===== src/rtl/core/gnidx_pkg.sv =====
`default_nettype none
package gnidx_pkg;

	localparam int IDX_W = 24;
	localparam int RS_W = 16;
	localparam int PS_W = 24;
	localparam int SUM_W = IDX_W + 3;

	// modes
	localparam logic [2:0] MODE_N8 = 3'd0;
	localparam logic [2:0] MODE_N24 = 3'd1;
	localparam logic [2:0] MODE_KNIGHT = 3'd2;
	localparam logic [2:0] MODE_N6 = 3'd3;
	localparam logic [2:0] MODE_N18 = 3'd4;
	localparam logic [2:0] MODE_N26 = 3'd5;

	// result status codes
	localparam logic [1:0] ST_OK = 2'd0;
	localparam logic [1:0] ST_OUT = 2'd1;
	localparam logic [1:0] ST_BAD = 2'd2;

	// register indexes
	localparam logic [1:0] REG_ROW = 2'd0;
	localparam logic [1:0] REG_PLANE = 2'd1;
	localparam logic [1:0] REG_TOTAL = 2'd2;

	localparam logic signed [2:0] P1 = 3'sd1;
	localparam logic signed [2:0] P2 = 3'sd2;
	localparam logic signed [2:0] M1 = -3'sd1;
	localparam logic signed [2:0] M2 = -3'sd2;
	localparam logic signed [2:0] Z0 = 3'sd0;

	typedef struct packed {
		logic signed [2:0] dx;
		logic signed [2:0] dy;
		logic signed [2:0] dz;
		logic              def;
	} nb_t;

	// item traveling through the remainder pipeline
	typedef struct packed {
		logic [2:0]        mode;
		logic signed [2:0] dx;
		logic signed [2:0] dy;
		logic signed [2:0] dz;
		logic [1:0]        pre;
		logic [IDX_W-1:0]  idx;
		logic [IDX_W-1:0]  dvd;
		logic [RS_W-1:0]   rx;
		logic [PS_W-1:0]   rp;
	} item_t;

	// eight ring in order E NE N NW W SW S SE
	function automatic nb_t ring8(input logic [2:0] k, input logic signed [2:0] dz);
		nb_t r;
		r.dz = dz;
		r.def = 1'b1;
		case (k)
			3'd0: begin r.dx = P1; r.dy = Z0; end
			3'd1: begin r.dx = P1; r.dy = M1; end
			3'd2: begin r.dx = Z0; r.dy = M1; end
			3'd3: begin r.dx = M1; r.dy = M1; end
			3'd4: begin r.dx = M1; r.dy = Z0; end
			3'd5: begin r.dx = M1; r.dy = P1; end
			3'd6: begin r.dx = Z0; r.dy = P1; end
			default: begin r.dx = P1; r.dy = P1; end
		endcase
		return r;
	endfunction

	function automatic nb_t mk(input logic signed [2:0] dx, input logic signed [2:0] dy,
			input logic signed [2:0] dz);
		nb_t r;
		r.dx = dx;
		r.dy = dy;
		r.dz = dz;
		r.def = 1'b1;
		return r;
	endfunction

	// neighbor offsets per mode and direction
	function automatic nb_t nb_lookup(input logic [2:0] mode, input logic [4:0] dir);
		nb_t r;
		logic [4:0] k5;
		logic [4:0] k9;
		logic [4:0] k13;
		logic [4:0] k17;
		r = '0;
		k5 = dir - 5'd5;
		k9 = dir - 5'd9;
		k13 = dir - 5'd13;
		k17 = dir - 5'd17;
		case (mode)
			MODE_N8: begin
				if (dir < 5'd8) r = ring8(dir[2:0], Z0);
			end
			MODE_N24: begin
				case (dir)
					5'd8:  r = mk(P2, Z0, Z0);
					5'd9:  r = mk(P2, M1, Z0);
					5'd10: r = mk(P2, M2, Z0);
					5'd11: r = mk(P1, M2, Z0);
					5'd12: r = mk(Z0, M2, Z0);
					5'd13: r = mk(M1, M2, Z0);
					5'd14: r = mk(M2, M2, Z0);
					5'd15: r = mk(M2, M1, Z0);
					5'd16: r = mk(M2, Z0, Z0);
					5'd17: r = mk(M2, P1, Z0);
					5'd18: r = mk(M2, P2, Z0);
					5'd19: r = mk(M1, P2, Z0);
					5'd20: r = mk(Z0, P2, Z0);
					5'd21: r = mk(P1, P2, Z0);
					5'd22: r = mk(P2, P2, Z0);
					5'd23: r = mk(P2, P1, Z0);
					default: begin
						if (dir < 5'd8) r = ring8(dir[2:0], Z0);
					end
				endcase
			end
			MODE_KNIGHT: begin
				case (dir)
					5'd0: r = mk(P2, M1, Z0);
					5'd1: r = mk(P1, M2, Z0);
					5'd2: r = mk(M1, M2, Z0);
					5'd3: r = mk(M2, M1, Z0);
					5'd4: r = mk(M2, P1, Z0);
					5'd5: r = mk(M1, P2, Z0);
					5'd6: r = mk(P1, P2, Z0);
					5'd7: r = mk(P2, P1, Z0);
					default: r = '0;
				endcase
			end
			MODE_N6: begin
				case (dir)
					5'd0, 5'd2, 5'd4, 5'd6: r = ring8(dir[2:0], Z0);
					5'd10: r = mk(Z0, Z0, M1);
					5'd11: r = mk(Z0, Z0, P1);
					default: r = '0;
				endcase
			end
			MODE_N18: begin
				if (dir < 5'd4) r = ring8({dir[1:0], 1'b0}, P1);
				else if (dir == 5'd4) r = mk(Z0, Z0, P1);
				else if (dir < 5'd13) r = ring8(k5[2:0], Z0);
				else if (dir < 5'd17) r = ring8({k13[1:0], 1'b0}, M1);
				else if (dir == 5'd17) r = mk(Z0, Z0, M1);
			end
			MODE_N26: begin
				if (dir < 5'd8) r = ring8(dir[2:0], P1);
				else if (dir == 5'd8) r = mk(Z0, Z0, P1);
				else if (dir < 5'd17) r = ring8(k9[2:0], Z0);
				else if (dir < 5'd25) r = ring8(k17[2:0], M1);
				else if (dir == 5'd25) r = mk(Z0, Z0, M1);
			end
			default: r = '0;
		endcase
		return r;
	endfunction

endpackage
`default_nettype wire


===== src/rtl/core/gnidx_rem_step.sv =====
`default_nettype none
module gnidx_rem_step import gnidx_pkg::*; (
	input  wire logic              clk,
	input  wire logic              arst_n,
	input  wire logic [RS_W-1:0]   row_size,
	input  wire logic [PS_W-1:0]   plane_size,
	input  wire logic              in_valid,
	output      logic              in_stall,
	input  wire item_t             in_item,
	output      logic              out_valid,
	input  wire logic              out_stall,
	output      item_t             out_item
);

	logic          v_q;
	item_t         item_q;
	logic          en;
	logic          b;
	logic [RS_W:0] tx;
	logic [PS_W:0] tp;
	item_t         nxt;

	// one restoring remainder step for both divisors
	always_comb begin
		b = in_item.dvd[IDX_W-1];
		tx = {in_item.rx, b};
		tp = {in_item.rp, b};
		if (tx >= {1'b0, row_size}) tx = tx - {1'b0, row_size};
		if (tp >= {1'b0, plane_size}) tp = tp - {1'b0, plane_size};
		nxt = in_item;
		nxt.dvd = {in_item.dvd[IDX_W-2:0], 1'b0};
		nxt.rx = tx[RS_W-1:0];
		nxt.rp = tp[PS_W-1:0];
	end

	assign en = !v_q || !out_stall;
	assign in_stall = !en;

	// stage register
	always_ff @(posedge clk or negedge arst_n) begin
		if (!arst_n) begin
			v_q <= 1'b0;
		end else if (en) begin
			v_q <= in_valid;
		end
	end

	always_ff @(posedge clk) begin
		if (en && in_valid) begin
			item_q <= nxt;
		end
	end

	assign out_valid = v_q;
	assign out_item = item_q;

endmodule
`default_nettype wire


===== src/rtl/core/grid_neighbor_index_top.sv =====
// neighbor address generator for linear-indexed 2D and 3D grids
// pipeline: decode, 24 remainder steps, 2 check stages
// throughput: one beat per cycle while stall_out is low; set by the one-bit-per-stage remainder pipeline
// stalled stages hold while empty stages upstream keep filling
// reset clears all valid bits and loads row 256, plane 65536, total 65536
`default_nettype none
module grid_neighbor_index_top import gnidx_pkg::*; (
	input  wire logic             clk,
	input  wire logic             arst_n,
	input  wire logic             psel,
	input  wire logic             penable,
	input  wire logic             pwrite,
	input  wire logic [3:0]       paddr,
	input  wire logic [31:0]      pwdata,
	output      logic [31:0]      prdata,
	output      logic             pready,
	input  wire logic             valid_in,
	output      logic             stall_in,
	input  wire logic [2:0]       opcode,
	input  wire logic [4:0]       direction,
	input  wire logic [IDX_W-1:0] point_index,
	output      logic             valid_out,
	input  wire logic             stall_out,
	output      logic [IDX_W-1:0] neighbor_index,
	output      logic [1:0]       status
);

	logic [RS_W-1:0]  row_q;
	logic [PS_W-1:0]  plane_q;
	logic [IDX_W-1:0] total_q;

	// config registers
	assign pready = 1'b1;
	always_ff @(posedge clk or negedge arst_n) begin
		if (!arst_n) begin
			row_q <= RS_W'(256);
			plane_q <= PS_W'(65536);
			total_q <= IDX_W'(65536);
		end else if (psel && penable && pwrite) begin
			case (paddr[3:2])
				REG_ROW:   row_q <= pwdata[RS_W-1:0];
				REG_PLANE: plane_q <= pwdata[PS_W-1:0];
				REG_TOTAL: total_q <= pwdata[IDX_W-1:0];
				default: ;
			endcase
		end
	end

	always_comb begin
		case (paddr[3:2])
			REG_ROW:   prdata = 32'(row_q);
			REG_PLANE: prdata = 32'(plane_q);
			REG_TOTAL: prdata = 32'(total_q);
			default:   prdata = '0;
		endcase
	end

	// stage 1: decode direction and early status
	logic  v_s1;
	item_t item_s1;
	logic  en_s1;
	nb_t   nb;
	item_t dec;
	logic  stall_chain [IDX_W+1];
	logic  valid_chain [IDX_W+1];
	item_t item_chain [IDX_W+1];

	always_comb begin
		nb = nb_lookup(opcode, direction);
		dec.mode = opcode;
		dec.dx = nb.dx;
		dec.dy = nb.dy;
		dec.dz = nb.dz;
		dec.idx = point_index;
		dec.dvd = point_index;
		dec.rx = '0;
		dec.rp = '0;
		if (!nb.def) dec.pre = ST_BAD;
		else if (row_q == '0) dec.pre = ST_OUT;
		else if (opcode >= MODE_N6 && plane_q == '0) dec.pre = ST_OUT;
		else if (point_index >= total_q) dec.pre = ST_OUT;
		else dec.pre = ST_OK;
	end

	assign en_s1 = !v_s1 || !stall_chain[0];
	assign stall_in = !en_s1;

	always_ff @(posedge clk or negedge arst_n) begin
		if (!arst_n) begin
			v_s1 <= 1'b0;
		end else if (en_s1) begin
			v_s1 <= valid_in;
		end
	end

	always_ff @(posedge clk) begin
		if (en_s1 && valid_in) begin
			item_s1 <= dec;
		end
	end

	// remainder pipeline: column and offset within the plane
	assign valid_chain[0] = v_s1;
	assign item_chain[0] = item_s1;

	for (genvar g = 0; g < IDX_W; g++) begin : g_step
		gnidx_rem_step u_step (
			.clk        (clk),
			.arst_n     (arst_n),
			.row_size   (row_q),
			.plane_size (plane_q),
			.in_valid   (valid_chain[g]),
			.in_stall   (stall_chain[g]),
			.in_item    (item_chain[g]),
			.out_valid  (valid_chain[g+1]),
			.out_stall  (stall_chain[g+1]),
			.out_item   (item_chain[g+1])
		);
	end

	// stage 26: bound checks and neighbor sum
	logic                    v_s26;
	logic                    en_s26;
	logic [1:0]              pre_s26;
	logic                    ok_s26;
	logic signed [SUM_W-1:0] r_s26;
	logic                    v_s27;
	logic                    en_s27;
	logic [IDX_W-1:0]        nbr_s27;
	logic [1:0]              st_s27;
	item_t                   it;
	logic signed [SUM_W-1:0] i_s, n_s, rs_s, ps_s, x_s, yp_s, dx_s, dyrs_s, r_c;
	logic                    ok_c;
	logic                    is3d;

	always_comb begin
		it = item_chain[IDX_W];
		is3d = it.mode >= MODE_N6;
		i_s = $signed({3'b0, it.idx});
		n_s = $signed({3'b0, total_q});
		rs_s = $signed(SUM_W'(row_q));
		ps_s = $signed(SUM_W'(plane_q));
		x_s = $signed(SUM_W'(it.rx));
		yp_s = $signed(SUM_W'(it.rp));
		dx_s = SUM_W'(it.dx);
		dyrs_s = (it.dy == P2 || it.dy == M2) ? (rs_s <<< 1) : rs_s;
		ok_c = 1'b1;
		if (it.dx > Z0 && !(x_s < rs_s - dx_s)) ok_c = 1'b0;
		if (it.dx < Z0 && !(x_s >= -dx_s)) ok_c = 1'b0;
		if (!is3d) begin
			if (it.dy < Z0 && !(i_s >= dyrs_s)) ok_c = 1'b0;
			if (it.dy > Z0 && !(i_s < n_s - dyrs_s)) ok_c = 1'b0;
		end else begin
			if (it.dy < Z0 && !(yp_s >= rs_s)) ok_c = 1'b0;
			if (it.dy > Z0 && !(yp_s < ps_s - rs_s)) ok_c = 1'b0;
			if (it.dz < Z0 && !(i_s >= ps_s)) ok_c = 1'b0;
			if (it.dz > Z0 && !(i_s < n_s - ps_s)) ok_c = 1'b0;
		end
		r_c = i_s + dx_s;
		if (it.dy < Z0) r_c = r_c - dyrs_s;
		else if (it.dy > Z0) r_c = r_c + dyrs_s;
		if (is3d) begin
			if (it.dz < Z0) r_c = r_c - ps_s;
			else if (it.dz > Z0) r_c = r_c + ps_s;
		end
	end

	assign en_s26 = !v_s26 || !stall_out || !v_s27;
	assign stall_chain[IDX_W] = !en_s26;

	always_ff @(posedge clk or negedge arst_n) begin
		if (!arst_n) begin
			v_s26 <= 1'b0;
		end else if (en_s26) begin
			v_s26 <= valid_chain[IDX_W];
		end
	end

	always_ff @(posedge clk) begin
		if (en_s26 && valid_chain[IDX_W]) begin
			pre_s26 <= it.pre;
			ok_s26 <= ok_c;
			r_s26 <= r_c;
		end
	end

	// stage 27: final range check, output register
	logic [1:0] st_c;

	always_comb begin
		if (pre_s26 != ST_OK) st_c = pre_s26;
		else if (!ok_s26) st_c = ST_OUT;
		else if (r_s26 < 0 || r_s26 >= $signed({3'b0, total_q})) st_c = ST_OUT;
		else st_c = ST_OK;
	end

	assign en_s27 = !v_s27 || !stall_out;

	always_ff @(posedge clk or negedge arst_n) begin
		if (!arst_n) begin
			v_s27 <= 1'b0;
		end else if (en_s27) begin
			v_s27 <= v_s26;
		end
	end

	always_ff @(posedge clk) begin
		if (en_s27 && v_s26) begin
			st_s27 <= st_c;
			nbr_s27 <= (st_c == ST_OK) ? r_s26[IDX_W-1:0] : '0;
		end
	end

	assign valid_out = v_s27;
	assign neighbor_index = nbr_s27;
	assign status = st_s27;

endmodule
`default_nettype wire


===== config.mk =====
export PLATFORM = sky130hd
export DESIGN_NAME = grid_neighbor_index_top
export DESIGN_NICKNAME = d
export VERILOG_FILES = /design/src/rtl/core/gnidx_pkg.sv /design/src/rtl/core/gnidx_rem_step.sv /design/src/rtl/core/grid_neighbor_index_top.sv
export SDC_FILE = /design/constraint.sdc
export NUM_CORES = 2
export LEC_CHECK = 0
export BUFFER_PORTS_ARGS = -buffer_cell sky130_fd_sc_hd__buf_2
export CAP_MARGIN = 20
export CORE_MARGIN = 4
export CORE_UTILIZATION = 30
export CTS_CLUSTER_SIZE = 20
export DETAILED_ROUTE_END_ITERATION = 10
export GPL_TIMING_DRIVEN = 0
export SETUP_SLACK_MARGIN = 0.2
export SLEW_MARGIN = 5
export SYNTH_ARGS = -nofsm -noshare
export SYNTH_HDL_FRONTEND = slang
export SYNTH_SLANG_ARGS = --single-unit
export TNS_END_PERCENT = 30

===== constraint.sdc =====
create_clock -name clk -period 17.6 [get_ports clk]
set_input_delay 0 -clock clk [delete_from_list [all_inputs] [get_ports clk]]
set_output_delay 0 -clock clk [all_outputs]
set_load 0.01 [all_outputs]

==> flow_summary_export.csv <==
group,metric,value,unit
clock_network,clkSinkCount,2032,
route,post_drt_via_cell_ratio,5.24,
worst_setup_path,critPathSlowestCell,"edfxtp_1",
timing,rsz0062_at_grt,"false",
die,start_util,30.2,%
synthesis,syn_area_per_cell,10.8,µm²
placed_design,numPortBuffers,116,
timing,fin_crit_sh,47.1,%
synthesis,synthFlopType,"edfxtp_1",
worst_setup_path,critPathBufInv,3,
clock_network,cts_tree,"yes",
min_path,min_path_type,"input pin to flop",
synthesis,synth_fa_ha_area_share,13.9,%
global_route,grt_pass1_vias,90100,
finish,instances_no_fill,18200,
die,io_pins,136,
timing,whs,0.0949,ns
synthesis,synth_compound_area_share,16.5,%
synthesis,netlist_area,0.128,mm²
global_route,grt_pass1_wl,566000,µm
placed_design,finalWeightedCongestion,0.938,
route,vias,95500,
timing,slew_headroom,18.3,%
worst_setup_path,r2r-start,"g_step[23].u_step.out_item[68]",
clock_network,numCtsBuffers,218,
worst_setup_path,cp_top_family,"compound AO/OA/AOI/OAI gates",
synthesis,muxShareOfSynthArea,3.21,%
synthesis,synth-edff-count,1941,
route,wl_per_cell,21.0,µm
synthesis,netlist_instances,11800,
global_route,antenna_found_initial,12,
worst_setup_path,critPathMaxFanout,10,
route,post-route-drc-count,0,
synthesis,ys_seq_area_share,47.3,%
worst_setup_path,cp_common_cell,"a21oi_1",
timing,min_period,8.29,ns
worst_setup_path,critPathKind,"flop to flop",
die,die_area,0.438,mm²
global_route,grt_max_degree,58,
timing,clock.fmax,121,MHz
timing,skew,0.0756,ns
route,finalWirelength,383000,µm
synthesis,synthXorXnorAreaFrac,4.94,%
clock_network,htree_levels,4,
global_route,grtUsageTotal,16.9,%
min_path,worstHoldStart,"point_index[21]",
worst_setup_path,crit_path_max_incr_delay,0.84,ns
clock_network,path_clk_slew,0.06,ns
synthesis,yosys_warnings,0,
timing,setup_violations,0,
die,coreArea,0.425,mm²
status,status,"finished clean",
clock_network,clk_latency,0.91,ns
worst_setup_path,critPathCaptureType,"flop",
finish,drive_gt1_share,8.14,%
timing,max_slew.worst_pin.slew,1.23,ns
die,die_width,662,µm
placed_design,dp_cells,17700,
clock_network,root_buffer,"clkbuf_16",
die,fp.dieH,662,µm
finish,fin_nets,13800,
finish,synthToLayoutAreaGrowth,14.3,%
global_route,overflow,0,
timing,hold_viol,0,
route,drt_pass1_iterations,6,
route,ant_nets,0,
timing,tns,0,ns
timing,slew_viol_final,0,
clock_network,clk_path_buf_depth,4,
worst_setup_path,cp.arrival,8.86,ns
synthesis,synth_top_family_by_area,"compound AO/OA/AOI/OAI gates",
clock_network,post_cts_resized,0,
synthesis,yosys.area_share.simple,11.7,%
job,maxCapViolations,0,
synthesis,async_flop_share,4.48,%
worst_setup_path,crit_required,18.17,ns
die,num_rows,239,
worst_setup_path,cp-start-kind,"flop",
worst_setup_path,rrSetupSlack,9.31,ns
synthesis,synth-seq-cells,2032,
synthesis,synth.distinct_cells,105,
worst_setup_path,crit_start,"g_step[23].u_step.out_item[68]",
route,drt_iter0_drc,8248,
placed_design,hpwl,283000,µm
layout by cell type, fill, tap and decap left out, types with 243 or more instances in the layout:
cell,instances
inv_1,541
clkbuf_1,246
xnor2_1,496
nor2_1,862
a21oi_1,1086
nand2_1,863
a21o_1,385
mux2_2,243
edfxtp_1,1941
ha_1,1334
o21ai_0,684
worst paths after layout:
kind | cells after the start | endpoint
worst min-delay path | 2 | item_chain[2509]
worst min register to register | 0 | g_step[10].u_step.out_item[83]
worst max-delay path | 30 | r_s26[22]
min in group asynchronous | 4 | total_q[4]
worst max register to register | 30 | r_s26[22]
max in group asynchronous | 4 | g_step[20].u_step.out_valid
metal layers:
metal / wire (µm) / vias up / GRT usage [%]
met2: 165000 / 3017 / 26.0
met5: 31 / - / 0
met3: 28800 / 719 / 3.15
met1: 171000 / 46000 / 23.3
li1: - / 45800 / -
met4: 18400 / 6 / 7.13
logic make-up after synthesis:
kind of cell,after synthesis
xor gates and xnor gates,720
adders and majority gates,1389
buffers and inverters,832
DFF,2032
other,2
muxes,367
and+or+nand+nor,3140
AOI/OAI and AO/OA,3347
per-stage QoR:
step	util, %	setup slack, ns	area (µm²)
global placement	32.0	4.22	136000
global route	34.5	8.84	146000
floorplan	-	10.18	128000
finish	34.5	9.31	146000
CTS	34.5	9.49	146000
detailed placement	32.6	9.60	138000
state kept, by name, indices dropped and copies added, names as in the netlist:
| signal | flops |
|---|---|
| g_step.u_step.out_item | 1848 |
| item_chain | 37 |
| r_s26 | 27 |
| g_step.u_step.out_valid | 24 |
| neighbor_index | 24 |
| plane_q | 24 |
| total_q | 24 |
| row_q | 16 |
| pre_s26 | 2 |
| status | 2 |
| ok_s26 | 1 |
| v_s1 | 1 |
| v_s26 | 1 |
| valid_out | 1 |
synthesized netlist by cell type (all sizes together), types with 71 or more instances:
| cell | instances | area (µm²) |
|---|---|---|
| clkbuf | 213 | 800 |
| nand3 | 208 | 1040 |
| mux2i | 71 | 711 |
| xnor2 | 498 | 4390 |
| o21ai | 717 | 3590 |
| nand4 | 227 | 1420 |
| o31ai | 133 | 1010 |
| o21a | 177 | 1330 |
| o21bai | 82 | 616 |
| nand2b | 165 | 1030 |
| a21oi | 1087 | 5440 |
| ha | 1334 | 16700 |
| dfrtp | 88 | 2200 |
| a21boi | 154 | 1160 |
| nor2b | 192 | 1200 |
| a21o | 386 | 2900 |
| nor2 | 864 | 3240 |
| or2 | 81 | 507 |
| xor2 | 222 | 1940 |
| mux2 | 296 | 3400 |
| inv | 580 | 2180 |
| edfxtp | 1941 | 58300 |
| nand2 | 863 | 3240 |
| a31oi | 84 | 526 |
| nor3 | 218 | 1090 |
layout make-up:
cell class              count  area (µm²)
fillers                 42100      278000
multi-input cells        8972       64600
flip-flops and latches   2032       60600
well taps                5663        7090
clock buffers             263        5760
repair buffers            320        3850
inverters                 581        2230
clock inverters           128        1380
plain buffers             251        1010
diodes                      6        15.0
timing repair:
item                                   in CTS  in global routing
endpoints found under the hold margin     319                  0
setup buffers                               0                  0
hold buffers                              108                  0
Power is not shown: default switching activity piles up to over one toggle a cycle in this logic, so the estimate is an artifact.
